**src/rtl/mwf_pkg.sv**
```systemverilog
// ----------------------------------------------------------------------------
// mwf_pkg
// Shared types and constants for the median window filter.
// ----------------------------------------------------------------------------
`default_nettype none

package mwf_pkg;

	localparam int PIX_W      = 8;
	localparam int CFG_W      = 11;
	localparam int KS_W       = 3;
	localparam int ROW_W      = 11;
	localparam int BIT_W      = 3;
	localparam int MAX_HEIGHT = 1024;

	typedef enum logic [0:0] {
		OP_PIXEL = 1'b0,
		OP_FLUSH = 1'b1
	} op_t;

	typedef enum logic [1:0] {
		CFG_KERNEL = 2'd0,
		CFG_WIDTH  = 2'd1,
		CFG_HEIGHT = 2'd2
	} cfg_idx_t;

	typedef enum logic [2:0] {
		ST_IDLE,
		ST_EVAL,
		ST_BORDER,
		ST_SCAN,
		ST_DRAIN,
		ST_DECIDE,
		ST_DONE
	} state_t;

	typedef struct packed {
		logic start;
		logic sample;
		logic decide;
	} rank_ctl_t;

endpackage

`default_nettype wire

```
**src/rtl/mwf_rank.sv**
```systemverilog
// ----------------------------------------------------------------------------
// mwf_rank
// Bit-serial rank selector: one compare/count per window sample, one
// decision per bit, MSB first.
// ----------------------------------------------------------------------------
`default_nettype none

module mwf_rank
	import mwf_pkg::*;
#(
	parameter int CNT_W = 6
) (
	input  wire logic             clk,
	input  wire logic             arst_n,
	input  wire rank_ctl_t        ctl,
	input  wire logic [CNT_W-1:0] rank_init,
	input  wire logic [PIX_W-1:0] data,
	output logic      [PIX_W-1:0] median,
	output logic                  last_bit
);

	logic [PIX_W-1:0] prefix_q;
	logic [CNT_W-1:0] m_q;
	logic [CNT_W-1:0] cnt_q;
	logic [BIT_W-1:0] bit_q;
	logic             eq;
	logic             hit;

	always_comb begin
		eq = 1'b1;
		for (int t = 0; t < PIX_W; t++) begin
			if (t > int'(bit_q) && data[t] != prefix_q[t]) begin
				eq = 1'b0;
			end
		end
		hit = eq && !data[bit_q];
	end

	always_ff @(posedge clk or negedge arst_n) begin
		if (!arst_n) begin
			prefix_q <= '0;
			m_q      <= '0;
			cnt_q    <= '0;
			bit_q    <= BIT_W'(PIX_W - 1);
		end else if (ctl.start) begin
			prefix_q <= '0;
			m_q      <= rank_init;
			cnt_q    <= '0;
			bit_q    <= BIT_W'(PIX_W - 1);
		end else begin
			if (ctl.sample && hit) begin
				cnt_q <= cnt_q + 1'b1;
			end
			if (ctl.decide) begin
				if (m_q >= cnt_q) begin
					prefix_q[bit_q] <= 1'b1;
					m_q             <= m_q - cnt_q;
				end
				cnt_q <= '0;
				if (bit_q != '0) begin
					bit_q <= bit_q - 1'b1;
				end
			end
		end
	end

	assign median   = prefix_q;
	assign last_bit = (bit_q == '0);

endmodule

`default_nettype wire

```
**config.mk**
```make
export PLATFORM = sky130hd
export DESIGN_NAME = mwf_rank
export DESIGN_NICKNAME = d
export VERILOG_FILES = /design/src/rtl/mwf_pkg.sv /design/src/rtl/mwf_rank.sv
export SDC_FILE = /design/constraint.sdc
export NUM_CORES = 1
export LEC_CHECK = 0
export BUFFER_PORTS_ARGS = -buffer_cell sky130_fd_sc_hd__buf_2
export CAP_MARGIN = 20
export CORE_MARGIN = 8
export CORE_UTILIZATION = 30
export DETAILED_ROUTE_END_ITERATION = 8
export PLACE_DENSITY = 0.5
export REMOVE_ABC_BUFFERS = 1
export SLEW_MARGIN = 20
export SYNTH_ARGS = -nofsm -noshare
export SYNTH_HDL_FRONTEND = slang
export SYNTH_SLANG_ARGS = --single-unit
```
**constraint.sdc**
```tcl
create_clock -name clk -period 2.5 [get_ports clk]
set_input_delay 0 -clock clk [delete_from_list [all_inputs] [get_ports clk]]
set_output_delay 0 -clock clk [all_outputs]
set_load 0.01 [all_outputs]
```
==> summary.txt, run 1 <==
Drt
  • DRT Pass-1 Iters: 4
  • Starting DRT DRC Count: 63
  • DR WL/cell: 13.77 µm
  • Routed WL: 3.815 mm
  • Vias post-DR: 1379
  • DRC Markers: 0
  • Via density: 4.978
  • Final antenna-violating net count: 0

Finish
  • Final std cells w/o fill: 277
  • Multi-input logic area: 922.1 µm²
  • Area delta synth->final: 15.42%
  • N_diodes: 0
  • Sequential cell area: 579.3 µm²
  • Final Net Count: 239
  • Share of post-route cells with drive strength above 1: 19.32%
  • Fill cells: 571

Floorplanning
  • Die width: 89.18 µm
  • Starting Density: 31.26%
  • CORE AREA: 0.005140 mm²
  • Die Ht: 89.18 µm
  • Die area: 0.007953 mm²
  • Num rows: 26
  • Num ports: 28

Timing
  • RSZ-0062 raised after global routing: false
  • Final Slew Violations: 0
  • Final period utilization: 91.79%
  • Measured slew at the worst slew-check pin: 0.5484 ns
  • Minimum clock period: 2.295 ns
  • Fmax: 435.8 MHz
  • Hold Violations, Final: 0
  • Slew headroom: 63.44%
  • Clock skew: 0.006603 ns
  • Final setup viols: 0

Pwr
  • Pwr Density: 654.2 mW/mm²
  • P_leak: 0.8288 nW
  • Worst vdd ir: 0.0003573 V
  • Design Power: 0.001213 W

GRT
  • GRT Resource Usage Total: 10.48%
  • First-pass GRT wire length: 6.465 mm
  • Initial antenna violation count: 0
  • Largest net degree at the start of global routing: 27
  • Congestion Overflow GR: 0
  • Number of global-route vias before repair: 1343

Yosys
  • Mapped Area: 0.001607 mm²
  • Mean Syn Cell Area: 8.876 µm²
  • Synth async-reset ratio: 100.0%
  • Top-area cell type share of the netlist area: 31.15%
  • Register area share after synthesis: 36.06%
  • Largest cells by area after synthesis: dfrtp_1 (31%), ha_1 (8.6%), dfstp_2 (4.9%)
  • Ys flop type: dfrtp_1
  • Synthesized instance count: 181
  • Top-count cell post-synth: dfrtp_1
  • Post-synth EDFFs: 0
  • #FFs+latches synth: 23
  • Leading area contributor after synthesis: dfrtp_1
  • Yosys synthesis warning count: 0
  • Netlist cell types: 42
  • Most frequent cells after synthesis: dfrtp_1 (20), nor2_1 (16), a21oi_1 (13), nand2_1 (12)

Setup path
  • Crit Path Class: register to register
  • Crit path max fanout: 19
  • CP Data Required Time: 2.65 ns
  • Worst path arrival time: 2.44 ns
  • CP Launch Type: register
  • Critical Path Sink Type: register

Outcome
  • Status: complete, no violations

Placement
  • RD Place Congestion: 0.7619
  • DP HPWL: 2.826 mm
  • Cell count after placement: 270
  • IO buf count: 27

Clock tree
  • H-tree depth reported by CTS: 1
  • Worst-skew pair later-pin latency: 0.27 ns
  • Reg clk slew, reported paths: 0.08 ns
  • CTS tree: done
  • Root Buffer Master: clkbuf_8
  • CTS Sinks: 23
  • CTS Buf Count: 3
  • Bufs on Longest Clock Path: 2

Flow run
  • Max cap viols: 0

Min path
  • Hold/Removal Path Class: input port to register
## worst paths after layout
kind / slack (ns) / cells after the start / start / to
worst max-delay path: 0.21 / 9 / cnt_q[0] / m_q[5]
worst min-delay path: 0.04 / 3 / rank_init[2] / m_q[2]
worst max register to register: 0.21 / 9 / cnt_q[0] / m_q[5]
worst min register to register: 0.51 / 1 / m_q[4] / m_q[4]
max in group asynchronous: 1.88 / 2 / arst_n / bit_q[1]
min in group asynchronous: 0.25 / 2 / arst_n / median[0]
## kinds of logic (layout without fill, tap and decap cells)
group                      Yosys count  in the layout  synth area share [%]
and+or+nand+nor                     61             61                 18.77
DFF                                 23             23                 36.06
AOI/OAI and AO/OA                   53             53                 22.04
adders and majority gates           12             12                 9.813
xor gates and xnor gates             9              9                 4.907
muxes                                3              3                 1.869
buffers and inverters               20             46                 6.542
## worst max-delay path, stage by stage (launching register included)
cell	delay [ns]
dfrtp_1	0.44
ha_1	0.23
fa_1	0.40
nor2b_1	0.22
o31a_1	0.17
o31ai_1	0.07
a21oi_1	0.22
buf_6	0.22
nand2b_1	0.12
o211ai_1	0.08
## power breakdown
part / leakage (nW) / internal [W] / switching [W]
clock: 0.0255 / 0.000112 / 0.000128
sequential: 0.296 / 0.000434 / 0.0000469
combinational: 0.508 / 0.000226 / 0.000267
total: 0.829 / 0.000771 / 0.000442
## per-layer routing
metal	track usage, %	vias to the layer above	share of wire (%)
li1	-	705	-
met3	1.287	5	1.4
met1	15.13	654	51
met4	4.532	0	1.7
met2	15.08	15	46
met5	0	-	0
## through the flow
stage / setup slack (ns) / util (%) / setup TNS (ns) / area [µm²] / hold WS, ns
after floorplan: -0.1610 / - / -0.1657 / 1539 / -0.2956
after global placement: 0.1651 / 34.57 / 0 / 1777 / 0.01895
after detailed placement: 0.1329 / 34.57 / 0 / 1777 / 0.02474
after CTS: 0.1061 / 35.86 / 0 / 1843 / 0.04157
after global routing: 0.007280 / 36.08 / 0 / 1854 / 0.05579
final: 0.2052 / 36.08 / 0 / 1854 / 0.04059
## area by class of cell
type,instances,share of cell area [%]
multi-input cells,138,49.73
flip-flops and latches,23,31.24
repair buffers,32,9.784
well taps,70,4.723
clock buffers,3,2.227
inverters,10,2.024
clock inverters,1,0.2699
## sequential cells by signal, indices dropped and copies added (netlist names)
register / cells
median: 8
cnt_q: 6
m_q: 6
bit_q: 3
## cell usage in the layout, fill, tap and decap left out, types with 2 or more instances in the layout
master / count
o21bai_1: 2
clkbuf_8: 3
dfstp_2: 3
nand3_1: 5
buf_2: 27
o21a_1: 4
dlygate4sd3_1: 2
mux2i_1: 3
or3_1: 3
nand2_1: 12
dfrtp_1: 20
nor2_1: 16
and3_1: 2
a211o_1: 2
o31ai_1: 4
or4_1: 2
nor2b_1: 4
xnor2_1: 7
nor3_1: 9
o21ai_0: 11
o211ai_1: 3
a21oi_1: 13
xor2_1: 2
a31oi_1: 2
ha_1: 11
buf_4: 2
a41oi_1: 4
inv_1: 10
nand2b_1: 4
## repair_timing
| action | 4_1_cts | 5_1_grt |
|---|---|---|
| hold buffers | 2 | 0 |
| gates resized for setup | 0 | 1 |
| setup buffers | 0 | 1 |
| hold endpoints to repair | 21 | 0 |
| setup endpoints to repair | 0 | 6 |
No activity file was read; power rests on OpenSTA's default activity.
==> inputs of run 2 (changes only) <==
--- a/config.mk
+++ b/config.mk
@@ -7,6 +7,7 @@
 export LEC_CHECK = 0
 export BUFFER_PORTS_ARGS = -buffer_cell sky130_fd_sc_hd__buf_2
 export CAP_MARGIN = 20
+export CORE_ASPECT_RATIO = 1.1
 export CORE_MARGIN = 8
 export CORE_UTILIZATION = 30
 export DETAILED_ROUTE_END_ITERATION = 8
==> run 2 against run 1 <==
Against the previous run:
- via count is 2.5% higher
- worst hold slack lost 0.0075 ns
- sequential cell count unchanged
- wire length is 6.2% higher
- final cell count increased by 4.3%
- worst setup slack worse by 0.0025 ns
- largest cell class unchanged
==> summary.txt, run 2 (same netlist as run 1, synthesis figures left out) <==
Pwr
  • Worst vdd ir: 0.0005168 V (was 0.0003573 V)
  • P_leak: 0.8633 nW (was 0.8288 nW)
  • Switching pwr: 0.0004622 W (was 0.0004419 W)
  • Switching portion of total power: 36.93% (was 36.43%)
  • Int Pwr: 0.0007894 W (was 0.0007712 W)
  • Comb pwr share: 42.6% (was 40.6%)
  • Pwr Density: 653.4 mW/mm² (was 654.2 mW/mm²)
  • Clk network pwr share: 19.2% (was 19.8%)
  • Share of power burned in registers: 38.2% (was 39.6%)

Placement
  • IO buf count: 27 (unchanged)
  • RD Place Congestion: 0.7699 (was 0.7619)
  • DP HPWL: 3.017 mm (was 2.826 mm)

Clock tree
  • Post-CTS Setup Bufs: 0 (unchanged)
  • CTS tree: done (unchanged)
  • H-tree depth reported by CTS: 1 (unchanged)
  • CTS Sinks: 23 (unchanged)
  • Root Buffer Master: clkbuf_8 (unchanged)
  • Worst-skew pair later-pin latency: 0.27 ns (about the same)
  • Bufs on Longest Clock Path: 2 (unchanged)
  • CTS Buf Count: 3 (unchanged)
  • Reg clk slew, reported paths: 0.09 ns (was 0.08 ns)

GRT
  • First-pass GRT wire length: 6.948 mm (was 6.465 mm)
  • Congestion Overflow GR: 0 (unchanged)
  • Largest net degree at the start of global routing: 27 (unchanged)
  • Number of global-route vias before repair: 1394 (was 1343)
  • GRT Resource Usage Total: 10.93% (was 10.48%)
  • Initial antenna violation count: 0 (unchanged)

Finish
  • Max FFs per register: 8 (unchanged)
  • N_diodes: 0 (unchanged)
  • Commonest non-fill, non-tap cell in the layout: buf_2 (unchanged)
  • Fill cells: 536 (was 571)
  • Layout Utilization: 36.21% (was 36.08%)
  • Sequential cell area: 579.3 µm² (unchanged)
  • Area delta synth->final: 19.24% (was 15.42%)
  • Multi-input logic area: 924.6 µm² (was 922.1 µm²)
  • Final Net Count: 246 (was 239)
  • Share of post-route cells with drive strength above 1: 22.43% (was 19.32%)
  • Highest-count cells in the layout ignoring fill and taps: buf_2 (27), dfrtp_1 (20), nor2_1 (16), a21oi_1 (13), nand2_1 (12) (unchanged)

Outcome
  • Status: complete, no violations (unchanged)

Timing
  • Hold Violations, Final: 0 (unchanged)
  • RSZ-0062 raised after global routing: false (unchanged)
  • Measured slew at the worst slew-check pin: 0.5583 ns (was 0.5484 ns)
  • Final Slew Violations: 0 (unchanged)
  • Minimum clock period: 2.297 ns (was 2.295 ns)
  • Clock skew: 0.004137 ns (was 0.006603 ns)
  • Final period utilization: 91.89% (was 91.79%)
  • Fmax: 435.3 MHz (was 435.8 MHz)
  • Fin Setup TNS: 0 ns (unchanged)
  • Final setup viols: 0 (unchanged)
  • Slew headroom: 62.78% (was 63.44%)

Setup path
  • Reg2Reg Launch Point: cnt_q[0] (unchanged)
  • R2r setup slk: 0.20 ns (was 0.21 ns)
  • CP Launch Type: register (unchanged)
  • RR Endpoint: median[5] (was m_q[5])
  • Worst path arrival time: 2.50 ns (was 2.44 ns)
  • Crit Path Class: register to register (unchanged)
  • CP Data Required Time: 2.71 ns (was 2.65 ns)
  • Critical Path Sink Type: register (unchanged)
  • R2R cell count: 9 (unchanged)
  • Crit path max fanout: 14 (was 19)

Floorplanning
  • Num rows: 28 (was 26)
  • Die Ht: 92.75 µm (was 89.18 µm)
  • Num ports: 28 (unchanged)
  • CORE AREA: 0.005290 mm² (was 0.005140 mm²)
  • Die width: 85.78 µm (was 89.18 µm)
  • Starting Density: 30.37% (was 31.26%)
  • Die area: 0.007956 mm² (was 0.007953 mm²)

Flow run
  • Max cap viols: 0 (unchanged)

Drt
  • Via density: 4.893 (was 4.978)
  • Vias post-DR: 1414 (was 1379)
  • DRT Pass-1 Iters: 4 (unchanged)
  • DR WL/cell: 14.02 µm (was 13.77 µm)
  • Final antenna-violating net count: 0 (unchanged)
  • Routed WL: 4.053 mm (was 3.815 mm)
  • DRC Markers: 0 (unchanged)
  • Starting DRT DRC Count: 35 (was 63)

Min path
  • Hold path depth: 3 (unchanged)
  • Hold/Removal Path Class: input port to register (unchanged)
  • Source of the worst hold timing path: rank_init[3] (was rank_init[2])
  • WHS Endpoint: m_q[3] (was m_q[2])
==> run 2: cell types whose count changed in the layout (fill, tap and decap cells not counted), sizes merged <==
cell	change
buf	+7
==> run 2: worst max-delay path, stage by stage (launching register included) <==
cell and delay, ns:
dfrtp_1 0.44, ha_1 0.23, fa_1 0.40, nor2b_2 0.19, o31a_1 0.17, o31ai_1 0.07
a21oi_1 0.28, buf_6 0.22, a41oi_1 0.12, nor2_1 0.10
==> run 2: layout make-up <==
cell class / count / area share, %
multi-input cells: 138 / 48.27
well taps: 75 / 4.899
flip-flops and latches: 23 / 30.24
clock inverters: 1 / 0.2613
repair buffers: 39 / 12.21
inverters: 10 / 1.960
clock buffers: 3 / 2.155
==> run 2: repair_timing <==
action / in CTS / in global routing
hold buffers: 2 / 0
hold endpoints to repair: 21 / 0
gates resized for setup: 0 / 2
endpoints found under the setup margin: 0 / 10
==> run 2: worst max-delay path by stage <==
stage,start,end,slack [ns],cells after the start
after floorplan,cnt_q[0],m_q[4],-0.16,8
after global placement,cnt_q[0],median[3],0.12,9
after detailed placement,cnt_q[0],median[3],0.11,9
after CTS,cnt_q[0],median[3],0.11,9
after global routing,cnt_q[0],median[7],0.004,9
final,cnt_q[0],median[5],0.20,9
==> run 2: per-stage QoR <==
step / setup slack, ns / power, W / instances / area (µm²) / hold WS, ns
floorplan: -0.1610 / 0.0008415 / 171 / 1539 / -0.2956
global route: 0.003767 / 0.001369 / 289 / 1916 / 0.02678
finish: 0.2027 / 0.001252 / 289 / 1916 / 0.03313
detailed placement: 0.1080 / 0.001007 / 283 / 1843 / 0.03318
global placement: 0.1209 / 0.001008 / 283 / 1843 / 0.02837
CTS: 0.1056 / 0.001265 / 289 / 1909 / 0.02707
==> run 2: layer usage <==
layer | routed length [µm] | vias to the layer above | GRT usage, % | share of wire [%]
met1 | 1888 | 661 | 13.23 | 47
met2 | 1889 | 32 | 17.54 | 47
met3 | 230 | 4 | 3.632 | 5.7
met4 | 44 | 0 | 4.094 | 1.1
li1 | - | 717 | - | -
met5 | 0 | - | 0 | 0
==> run 2: power groups by stage <==
stage	sequential [W]	clock, W	combinational [W]
3_5_place_dp	0.000486	0	0.000521
2_1_floorplan	0.000481	0	0.000360
5_1_grt	0.000488	0.000276	0.000606
4_1_cts	0.000479	0.000258	0.000528
6_report	0.000478	0.000241	0.000533
3_3_place_gp	0.000487	0	0.000522
